[config.mk]
export PLATFORM = sky130hd
export DESIGN_NAME = soa_ctrl
export DESIGN_NICKNAME = d
export VERILOG_FILES = /design/src/rtl/soa_pkg.sv /design/src/rtl/soa_ctrl.sv
export SDC_FILE = /design/constraint.sdc
export NUM_CORES = 1
export LEC_CHECK = 0
export BUFFER_PORTS_ARGS = -buffer_cell sky130_fd_sc_hd__buf_4
export CORE_MARGIN = 3
export CORE_UTILIZATION = 25
export CTS_CLUSTER_SIZE = 8
export DETAILED_ROUTE_END_ITERATION = 6
export PLACE_DENSITY = 0.61
export RECOVER_POWER = 25
export SYNTH_ARGS = -nofsm -noshare
export SYNTH_HDL_FRONTEND = slang
export SYNTH_SLANG_ARGS = --single-unit
[constraint.sdc]
create_clock -name clock -period 1.95 [get_ports clock]
set_input_delay 0.0975 -clock clock [delete_from_list [all_inputs] [get_ports clock]]
set_output_delay 0.0975 -clock clock [all_outputs]
set_load 0.02 [all_outputs]
[src/rtl/soa_pkg.sv]
// Package for the slab object allocator: geometry constants, codes,
// controller states and the command and status bundles. No dependencies.
package soa_pkg;

   localparam int POOL_PAGES   = 16;
   localparam int PAGE_W       = 4;
   localparam int PAGE_BYTES   = 4096;
   localparam int OFF_W        = 12;
   localparam int SIZE_CLASSES = 8;
   localparam int CLASS_W      = 3;
   localparam int CLASS_SH     = 5;
   localparam int OBJ_HEADER   = 9;
   localparam int PAGE_HEADER  = 20;
   localparam int MAX_SLOTS    = 512;
   localparam int SLOT_W       = 9;
   localparam int CNT_W        = 10;
   localparam int SIZE_W       = 12;
   localparam int STRIDE_W     = 13;
   localparam int ADDR_W       = 16;
   localparam int PTR_W        = 5;
   localparam int MEM_AW       = PAGE_W + SLOT_W;
   localparam int MEM_DEPTH    = POOL_PAGES * MAX_SLOTS;
   localparam int DIV_W        = 12;
   localparam int DIV_CNT_W    = 4;
   localparam int REQ_DATA_W   = 32;

   localparam logic [PTR_W-1:0] NIL_PAGE = PTR_W'(31);
   localparam logic [CNT_W-1:0] NIL_SLOT = CNT_W'(1023);

   typedef enum logic {
      OP_ALLOC = 1'b0,
      OP_FREE  = 1'b1
   } op_type;

   typedef enum logic [1:0] {
      ST_OK       = 2'd0,
      ST_NO_PAGE  = 2'd1,
      ST_BAD_ADDR = 2'd2
   } status_type;

   typedef enum logic [1:0] {
      K_FILL,
      K_REFILL,
      K_RELEASE
   } kind_type;

   typedef enum logic [4:0] {
      S_IDLE,
      S_A_WALK,
      S_DIV,
      S_A_CLAIM,
      S_TAKE,
      S_POP,
      S_MARK,
      S_F_CHK,
      S_F_SLOT,
      S_F_TAKEN,
      S_U_START,
      S_U_FIRST,
      S_U_WALK,
      S_U_FIX,
      S_U_DONE,
      S_FIN
   } state_type;

   typedef struct packed {
      logic accept;
      logic walk_step;
      logic div_start;
      logic div_free;
      logic set_class;
      logic claim;
      logic err_no_page;
      logic err_bad_addr;
      logic take_fresh;
      logic take_read;
      logic pop;
      logic mark;
      logic f_read;
      logic commit;
      logic u_start;
      logic u_head;
      logic u_walk;
      logic u_found;
      logic u_fix;
      logic ulist_full;
      logic push_full;
      logic push_part;
      logic rel_page;
      logic finish;
   } cmd_type;

   typedef struct packed {
      logic in_op;
      logic is_free;
      logic cur_nil;
      logic cur_match;
      logic div_busy;
      logic num_zero;
      logic no_free;
      logic sh_nil;
      logic fc_one;
      logic in_use;
      logic off_small;
      logic rem_nz;
      logic q_ge_total;
      logic taken_ok;
      logic fc_zero;
      logic fc_next_full;
      logic fc_full;
      logic cur_is_p;
      logic link_is_p;
      logic out_free;
   } sts_type;

   function automatic logic [CLASS_W-1:0] class_of(input logic [SIZE_W-1:0] size);
      logic [SIZE_W-CLASS_SH-1:0] q;
      q = size[SIZE_W-1:CLASS_SH];
      if (q >= (SIZE_W-CLASS_SH)'(SIZE_CLASSES - 1)) begin
         return CLASS_W'(SIZE_CLASSES - 1);
      end
      return q[CLASS_W-1:0];
   endfunction

endpackage

[src/rtl/soa_ctrl.sv]
// Controller of the slab object allocator: sequences chain walks, the
// divider, slot handout and chain moves. Depends on soa_pkg.
module soa_ctrl (
   input  logic              clock,
   input  logic              reset,
   input  logic              req_tvalid,
   output logic              req_tready,
   input  soa_pkg::sts_type  sts,
   output soa_pkg::cmd_type  cmd
);
   import soa_pkg::*;

   state_type state_ff;
   state_type state_in;
   kind_type  kind_ff;
   kind_type  kind_in;

   always_ff @(posedge clock) begin
      if (reset) begin
         state_ff <= S_IDLE;
         kind_ff  <= K_FILL;
      end else begin
         state_ff <= state_in;
         kind_ff  <= kind_in;
      end
   end

   always_comb begin
      state_in = state_ff;
      kind_in  = kind_ff;
      case (state_ff)
         S_IDLE: begin
            if (req_tvalid) begin
               state_in = (sts.in_op == OP_FREE) ? S_F_CHK : S_A_WALK;
            end
         end
         S_A_WALK: begin
            if (sts.cur_nil) begin
               state_in = S_DIV;
            end else if (sts.cur_match) begin
               state_in = S_TAKE;
            end
         end
         S_DIV: begin
            if (!sts.div_busy) begin
               state_in = sts.is_free ? S_F_SLOT : S_A_CLAIM;
            end
         end
         S_A_CLAIM: begin
            state_in = (sts.num_zero || sts.no_free) ? S_FIN : S_TAKE;
         end
         S_TAKE: begin
            state_in = sts.sh_nil ? S_MARK : S_POP;
         end
         S_POP: begin
            state_in = S_MARK;
         end
         S_MARK: begin
            if (sts.fc_one) begin
               kind_in  = K_FILL;
               state_in = S_U_START;
            end else begin
               state_in = S_FIN;
            end
         end
         S_F_CHK: begin
            state_in = (!sts.in_use || sts.off_small) ? S_FIN : S_DIV;
         end
         S_F_SLOT: begin
            state_in = (sts.rem_nz || sts.q_ge_total) ? S_FIN : S_F_TAKEN;
         end
         S_F_TAKEN: begin
            state_in = S_FIN;
            if (sts.taken_ok) begin
               if (sts.fc_zero) begin
                  kind_in  = K_REFILL;
                  state_in = S_U_START;
               end else if (sts.fc_next_full) begin
                  kind_in  = K_RELEASE;
                  state_in = S_U_START;
               end
            end
         end
         S_U_START: begin
            state_in = S_U_FIRST;
         end
         S_U_FIRST: begin
            state_in = sts.cur_is_p ? S_U_DONE : S_U_WALK;
         end
         S_U_WALK: begin
            if (sts.cur_nil) begin
               state_in = S_U_DONE;
            end else if (sts.link_is_p) begin
               state_in = S_U_FIX;
            end
         end
         S_U_FIX: begin
            state_in = S_U_DONE;
         end
         S_U_DONE: begin
            state_in = S_FIN;
            if (kind_ff == K_REFILL && sts.fc_full) begin
               kind_in  = K_RELEASE;
               state_in = S_U_START;
            end
         end
         S_FIN: begin
            if (sts.out_free) begin
               state_in = S_IDLE;
            end
         end
         default: begin
            state_in = S_IDLE;
         end
      endcase
   end

   always_comb begin
      cmd            = '0;
      req_tready     = 1'b0;
      cmd.ulist_full = (kind_ff == K_REFILL);
      case (state_ff)
         S_IDLE: begin
            req_tready = 1'b1;
            cmd.accept = req_tvalid;
         end
         S_A_WALK: begin
            if (sts.cur_nil) begin
               cmd.div_start = 1'b1;
            end else if (!sts.cur_match) begin
               cmd.walk_step = 1'b1;
            end
         end
         S_DIV: begin
            cmd.div_free = sts.is_free;
         end
         S_A_CLAIM: begin
            if (sts.num_zero || sts.no_free) begin
               cmd.err_no_page = 1'b1;
            end else begin
               cmd.claim = 1'b1;
            end
         end
         S_TAKE: begin
            if (sts.sh_nil) begin
               cmd.take_fresh = 1'b1;
            end else begin
               cmd.take_read = 1'b1;
            end
         end
         S_POP: begin
            cmd.pop = 1'b1;
         end
         S_MARK: begin
            cmd.mark = 1'b1;
         end
         S_F_CHK: begin
            if (!sts.in_use || sts.off_small) begin
               cmd.err_bad_addr = 1'b1;
            end else begin
               cmd.div_start = 1'b1;
               cmd.div_free  = 1'b1;
               cmd.set_class = 1'b1;
            end
         end
         S_F_SLOT: begin
            if (sts.rem_nz || sts.q_ge_total) begin
               cmd.err_bad_addr = 1'b1;
            end else begin
               cmd.f_read = 1'b1;
            end
         end
         S_F_TAKEN: begin
            if (sts.taken_ok) begin
               cmd.commit = 1'b1;
            end else begin
               cmd.err_bad_addr = 1'b1;
            end
         end
         S_U_START: begin
            cmd.u_start = 1'b1;
         end
         S_U_FIRST: begin
            cmd.u_head = sts.cur_is_p;
         end
         S_U_WALK: begin
            if (!sts.cur_nil) begin
               if (sts.link_is_p) begin
                  cmd.u_found = 1'b1;
               end else begin
                  cmd.u_walk = 1'b1;
               end
            end
         end
         S_U_FIX: begin
            cmd.u_fix = 1'b1;
         end
         S_U_DONE: begin
            case (kind_ff)
               K_FILL:    cmd.push_full = 1'b1;
               K_REFILL:  cmd.push_part = 1'b1;
               K_RELEASE: cmd.rel_page  = 1'b1;
               default:   cmd.rel_page  = 1'b0;
            endcase
         end
         S_FIN: begin
            cmd.finish = sts.out_free;
         end
         default: begin
            cmd.finish = 1'b0;
         end
      endcase
   end

endmodule

**Yosys cells after proc, flatten, opt, wreduce, memory -nomap -nowiden**

Index checks and enable logic that the tools add are counted.

- Memories: 0
- Bits in registers: 7
- Memory bits (writable): 0
- Input port bits: 23
- Word-level logic and storage cells: 102
- Memory bits (read-only): 0
- Output and inout bits: 25
- Bits in latches: 0

- Shift-type cells: 0
- Add/sub/neg operators: 0
- Bitwise gates (word level): 0
- Multiplexer cells: 64
- Divide/modulo/power cells: 0
- Multiply operators: 0
- $lt $le $gt $ge: 0
- Equal/unequal tests: 26
- Reductions and logical operators: 10

Operators with widths:

| operator | number |
|---|---|
| one-hot mux 5 bit (16 select lines) | 1 |
| equality test 5 x 4 -> 1 bit, second input constant | 8 |
| two-way mux 5 bit | 7 |
| two-way mux 1 bit | 29 |
| two-way mux 3 bit | 9 |
| two-way mux 2 bit | 11 |
| equality test 5 x 3 -> 1 bit, second input constant | 4 |
| two-way mux 4 bit | 3 |
| != test 2 bit, second input constant | 6 |
| equality test 5 x 2 -> 1 bit, second input constant | 2 |
| AND reduction 5 bit | 2 |
| != test 3 bit, second input constant | 3 |
| one-hot mux 2 bit (3 select lines) | 1 |
| equality test 5 x 1 -> 1 bit, second input constant | 1 |
| zero test 5 bit | 1 |
| one-hot mux 1 bit (2 select lines) | 2 |
| logical OR 1 bit | 3 |
| one-hot mux 1 bit (3 select lines) | 1 |
| nonzero test 3 bit | 1 |
| equality test 2 x 1 -> 1 bit, second input constant | 1 |
| equality test 2 bit, second input constant | 1 |
| zero test 2 bit | 1 |
| logical AND 1 bit | 1 |
| zero test 1 bit | 1 |

**Logic depth before layout (Yosys ltp)**

Gate-level depths: netlist of run 1.

- Depth in word-level cells: 4
- Depth in mapped cells: 7
- Mapped depth without buffers: 5

**Worst setup path after synthesis of run 1**

Ideal clock, no wire load.

- Path type: register to register
- Start point: register state_ff[1]
- End point: register state_ff[1]
- Setup slack: -0.006 ns
- Required time: 1.828 ns
- Setup time: 0.122 ns
- Buffers on the path: 1
- Arrival time: 1.834 ns
- Stages on the path, launching flop included: 7
- Period minus slack after synthesis: 1.956 ns
- Cell sequence: dfxtp_1 buf_2 nor4_1 nand2b_1 nand4b_4 or3_4 o22ai_1

- Longest elaborated chain between the ends: 3
- Elaborated cells on any way between the ends: 23
- Those cells by class: eq/ne: 20; mux: 1; reduce/logical: 2

RTL lines:

| element | RTL line | text |
|---|---|---|
| start, declared | soa_ctrl.sv:13 | `state_type state_ff;` |
| start signal, assigned | soa_ctrl.sv:23 | `state_ff <= state_in;` |
| equality test 5 x 1 -> 1 bit (tied with other cells) | soa_ctrl.sv:31 | `case (state_ff)` |
| != test 3 bit (no source line) or != test 2 bit (tied branches) | n/a |  |
| AND reduction 5 bit (no source line) | n/a |  |

Several ways; a longest one is shown, not always the timed one.
A chain may end at the register's enable or synchronous reset.

==> results.cfg, run 1 <==
[clock_tree]
cts_tree = yes
clock_sink_count = 6
clock_latency_ns = 0.25
hold_buffers = 0
cts.clk_slew.worst_paths_ns = 0.05
cts_root_buf = clkbuf_4
ctsResizeCount = 0
numCtsBuffers = 3
h-tree-depth = 1
post_cts_buffers = 0
clockBufferDepth = 2

[sta]
final_max_slew_viol_count = 0
rsz0062_at_grt = no
fin_crit_sh_pct = 90.5
finClkSkew_ns = 0.00531
slew_headroom_pct = 66.4
min_period_ns = 1.77
finalHoldViolations = 0
setup_tns_ns = 0
worstMarginPinSlew_ns = 0.500
setup_viol = 0
fmax_ghz = 0.566

[critical_path]
startpoint = state_ff[3]
r2r_start = state_ff[3]
crit_arrival_ns = 1.67
ff2ff_path_depth = 5
critPathCaptureType = primary output
rr_endpoint = state_ff[1]
critPathKind = flop to primary output
endpoint = cmd[22]
rrSetupSlack_ns = 0.30
cp_max_fo = 15
crit_required_ns = 1.85
start_kind = flop

[logic_synthesis]
synth_ff_type = dfxtp_1
yosys_warnings = 0
synthesis.instances = 129
async_reset_ff_share_pct = 0
syn-cell-area_um2 = 892
syn_avg_cell_area_um2 = 6.92
synth-seq-cells = 6
ys_seq_area_share_pct = 13.5
synth.distinct_cells = 42
syn_nets = 152
synth-edff-count = 0

[flow_run]
drv_cap = 0

[global_route]
grt_max_degree = 17
antenna_found_initial = 0
grt_usage_pct = 14.2
grt_pass1_wl_um = 4840
grt_overflow = 0
first_global_vias = 1059

[final_layout]
fin_util_pct = 39.5
num_antenna_cells = 0
nets = 205
drive_gt1_share_pct = 37.8
syn_to_final_growth_pct = 50.1

[route]
vias_per_cell = 5.10
wl_per_cell_um = 13.2
ant_nets = 0
routed-via-count = 1152
drc = 0
drt_iter0_drc = 57
drt_wl_total_um = 2990
first_pass_iters = 4

[placement]
numPortBuffers = 47
dpl.hpwl_um = 2400
gp_congestion = 0.838

[power]
peakVddDrop_mv = 0.318
p_leak_nw = 0.569
p_per_area_nw_per_um2 = 1010

[status]
status = complete, no violations

[worst_hold_path]
worstHoldPathType = primary input to flop
whs_path_depth = 2

[floorplan]
core_um2 = 3390
die-area_um2 = 4320
rows = 21
die_w_um = 65.7
initial_utilization_pct = 26.3
die_h_um = 65.7
num_io_pins = 48
how the worst min path moves through the flow:
| stage | start | to |
|---|---|---|
| floorplan | reset | kind_ff[0] |
| global placement | reset | kind_ff[0] |
| detailed placement | reset | kind_ff[0] |
| CTS | reset | kind_ff[0] |
| global route | reset | kind_ff[0] |
| finish | reset | kind_ff[0] |
worst max-delay path, stage by stage, from the launching register on:
cell and delay (ns):
dfxtp_2 0.39, or2_4 0.28, or4_4 0.51, inv_1 0.10, buf_4 0.14
registers in the layout, summed over array words and instances (netlist names):
name      cells
state_ff      4
kind_ff       2
report_power, final:
group          switching [mW]  total [mW]  internal, mW  leakage, nW
combinational           0.532       0.984         0.452        0.505
sequential             0.0908       0.253         0.162       0.0499
clock                  0.0457       0.115        0.0697       0.0138
total                   0.668        1.35         0.684        0.569
per-stage QoR:
stage | setup WS (ns) | power [mW] | cell area (um2) | cells | hold slack [ns]
after floorplan | 0.149 | 0.936 | 898 | 129 | 0.167
after global placement | 0.227 | 1.25 | 1340 | 223 | 0.336
after detailed placement | 0.226 | 1.25 | 1340 | 223 | 0.336
after CTS | 0.0866 | 1.36 | 1360 | 226 | 0.0820
after global routing | 0.0807 | 1.49 | 1340 | 226 | 0.0919
final | 0.185 | 1.35 | 1340 | 226 | 0.0848
synthesized netlist by cell type, drive strengths merged (2+ instances only):
master / count / area (um2)
nor2: 15 / 56.3
a21oi: 10 / 50.1
buf: 9 / 48.8
nor3: 9 / 45.0
nor2b: 8 / 50.1
o21ai: 8 / 43.8
nand2b: 7 / 46.3
dfxtp: 6 / 120
nor4: 6 / 43.8
inv: 5 / 18.8
nand2: 5 / 18.8
nor3b: 5 / 37.5
nand3: 4 / 20.0
and2: 3 / 18.8
nand3b: 3 / 22.5
nor4b: 3 / 26.3
o22ai: 3 / 18.8
a21o: 2 / 15.0
or2: 2 / 15.0
kinds of logic after synthesis:
kind of cell	Yosys count	share of synthesized area, %
simple gates	75	52.6
compound gates	34	26.4
buf+inv	14	7.57
flops	6	13.5
routing by layer:
| metal | share of wire (%) | global-route usage (%) | up-vias |
|---|---|---|---|
| met1 | 44 | 18.8 | 511 |
| li1 | - | - | 589 |
| met2 | 47 | 23.0 | 50 |
| met3 | 8.0 | 3.42 | 2 |
| met4 | 0.37 | 3.11 | 0 |
| met5 | 0 | 0 | - |
layout make-up:
type / count / area, um2
clock buffers: 3 / 22.5
fillers: 355 / 2050
inverters: 5 / 18.8
multi-input cells: 109 / 704
flip-flops and latches: 6 / 123
well taps: 46 / 57.6
repair buffers: 57 / 413
cells in the final DEF (no fill, tap or decap), drive strengths merged, types with 2 or more instances in the layout:
master | synthesis | layout
nand3b | 3 | 3
buf | 9 | 52
o22ai | 3 | 3
nand3 | 4 | 4
nand2 | 5 | 5
a21oi | 10 | 10
a21o | 2 | 2
nor2b | 8 | 8
nor4b | 3 | 3
nor3b | 5 | 5
clkbuf | 0 | 8
nand2b | 7 | 7
o21ai | 8 | 8
nor2 | 15 | 15
inv | 5 | 5
or2 | 2 | 2
nor4 | 6 | 6
nor3 | 9 | 9
and2 | 3 | 3
dfxtp | 6 | 6
Note: power is estimated with default switching activity, not from simulation.
==> inputs of run 2 (changes only) <==
Settings changed: MAX_ROUTING_LAYER set to met4.
==> run 2 against run 1 <==
Effect of this change: core utilization did not move; clock skew barely moved; clock-buffer cell count did not move; routed wire length barely moved; sequential cell count did not move; hold slack barely moved; register-to-register slack barely moved; cell count did not move; non-clock buffer count did not move; sequential power barely moved; design area did not move.
==> results.cfg, run 2 (synthesized netlist as in run 1, its figures left out) <==
[global_route]
antenna_found_initial = 0
grt_usage_pct = 14.6
grt_pass1_wl_um = 4850
first_global_vias = 1058
grt_overflow = 0
grt_max_degree = 17

[sta]
fmax_ghz = 0.566
finClkSkew_ns = 0.00535
final_max_slew_viol_count = 0
setup_tns_ns = 0
min_period_ns = 1.77
fin_crit_sh_pct = 90.6
hold_ws_ns = 0.0845
rsz0062_at_grt = no
finalHoldViolations = 0
worstMarginPinSlew_ns = 0.499
setup_viol = 0
slew_headroom_pct = 66.4

[final_layout]
num_antenna_cells = 0
syn_to_final_growth_pct = 50.1
top_register = state_ff
largest_reg_flops = 4
fillers = 355
reg.largest.list = state_ff (4), kind_ff (2)
layout_common_cells = buf_4 (52), nor2_1 (15), a21oi_1 (10)
layout_commonest_cell = buf_4
drive_gt1_share_pct = 37.8
nets = 205
stdcell_count = 226

[power]
comb_power_share_pct = 72.7
p_switching_mw = 0.668
p_seq_share_pct = 18.7
p_per_area_nw_per_um2 = 1010
clock_power_share_pct = 8.5
p_leak_nw = 0.569
switching_share_pct = 49.4
intPower_mw = 0.684
total_power_mw = 1.35
peakVddDrop_mv = 0.318

[clock_tree]
h-tree-depth = 1
numCtsBuffers = 3
hold_buffers = 0
clock_sink_count = 6
clock_latency_ns = 0.25
cts.clk_slew.worst_paths_ns = 0.05
cts_root_buf = clkbuf_4
post_cts_buffers = 0
clockBufferDepth = 2
cts_tree = yes

[placement]
dp_cells = 223
dpl.hpwl_um = 2400
gp_congestion = 0.851
numPortBuffers = 47

[route]
first_pass_iters = 4
drc = 0
drt_wl_total_um = 2990
drt_iter0_drc = 57
ant_nets = 0
drt-met1-wl_um = 1340
routed-via-count = 1150
vias_per_cell = 5.09
wl_per_cell_um = 13.2
wl_met3_um = 228
top_layer_used = met4
wl_met2_um = 1390

[floorplan]
rows = 21
num_io_pins = 48
die_h_um = 65.7
initial_utilization_pct = 26.3
die-area_um2 = 4320
core_um2 = 3390
die_w_um = 65.7

[critical_path]
path_buf_inv = 2
critPathKind = flop to primary output
worstPathCellList = or2_4, or4_4, inv_1, buf_4
cp_max_fo = 15
crit_slowest_cell = or4_4
crit_required_ns = 1.85
crit_family = simple AND/OR/NAND/NOR gates
start_kind = flop
critPathCaptureType = primary output
crit_arrival_ns = 1.67
max_stage_delay_ns = 0.51

[flow_run]
drv_cap = 0

[worst_hold_path]
worstHoldPathType = primary input to flop

[status]
status = complete, no violations
[run 2: cell type report]
cell class | count | area, um2 | area share [%]
repair buffers | 57 | 413 | 30.8
well taps | 46 | 57.6 | 4.30
inverters | 5 | 18.8 | 1.40
clock buffers | 3 | 22.5 | 1.68
flip-flops and latches | 6 | 123 | 9.16
multi-input cells | 109 | 704 | 52.6
[run 2: timing repair]
action                                  in CTS  in global routing
endpoints found under the setup margin       0                  3
gates resized for setup                      0                  2
endpoints found under the hold margin        0                  0
[run 2: through the flow]
step	cell area, um2	utilization (%)	setup slack (ns)
floorplan	898	-	0.149
global placement	1340	39.4	0.227
detailed placement	1340	39.4	0.226
CTS	1360	40.1	0.0866
global route	1340	39.5	0.0807
finish	1340	39.5	0.184
[run 2: final timing paths]
check	slack, ns	endpoint	cells past startpoint	start
setup / recovery	0.18	cmd[22]	4	state_ff[3]
hold / removal	0.08	kind_ff[0]	2	reset
setup reg to reg	0.30	state_ff[1]	5	state_ff[3]
hold reg to reg	0.52	kind_ff[0]	2	kind_ff[0]
[run 2: routing by layer]
layer  track usage, %  vias to the layer above
met4             3.11                        0
met3             3.25                        4
li1                 -                      590
met2             23.0                       50
met5                -                        -
met1             18.9                      506
[run 2: power by group through the flow]
| stage | logic [mW] | registers, mW | clock network, mW |
|---|---|---|---|
| finish | 0.983 | 0.254 | 0.116 |
| global route | 1.10 | 0.266 | 0.129 |
| CTS | 0.997 | 0.251 | 0.116 |
| detailed placement | 0.992 | 0.254 | 0 |
| global placement | 0.997 | 0.254 | 0 |
| floorplan | 0.740 | 0.196 | 0 |
[run 2: worst register-to-register path: cells and delay by family, from the launching register on]
family / cells / cell delay, ns
AOI/OAI and AO/OA: 1 / 0.07
DFF: 1 / 0.39
and+or+nand+nor: 4 / 1.07
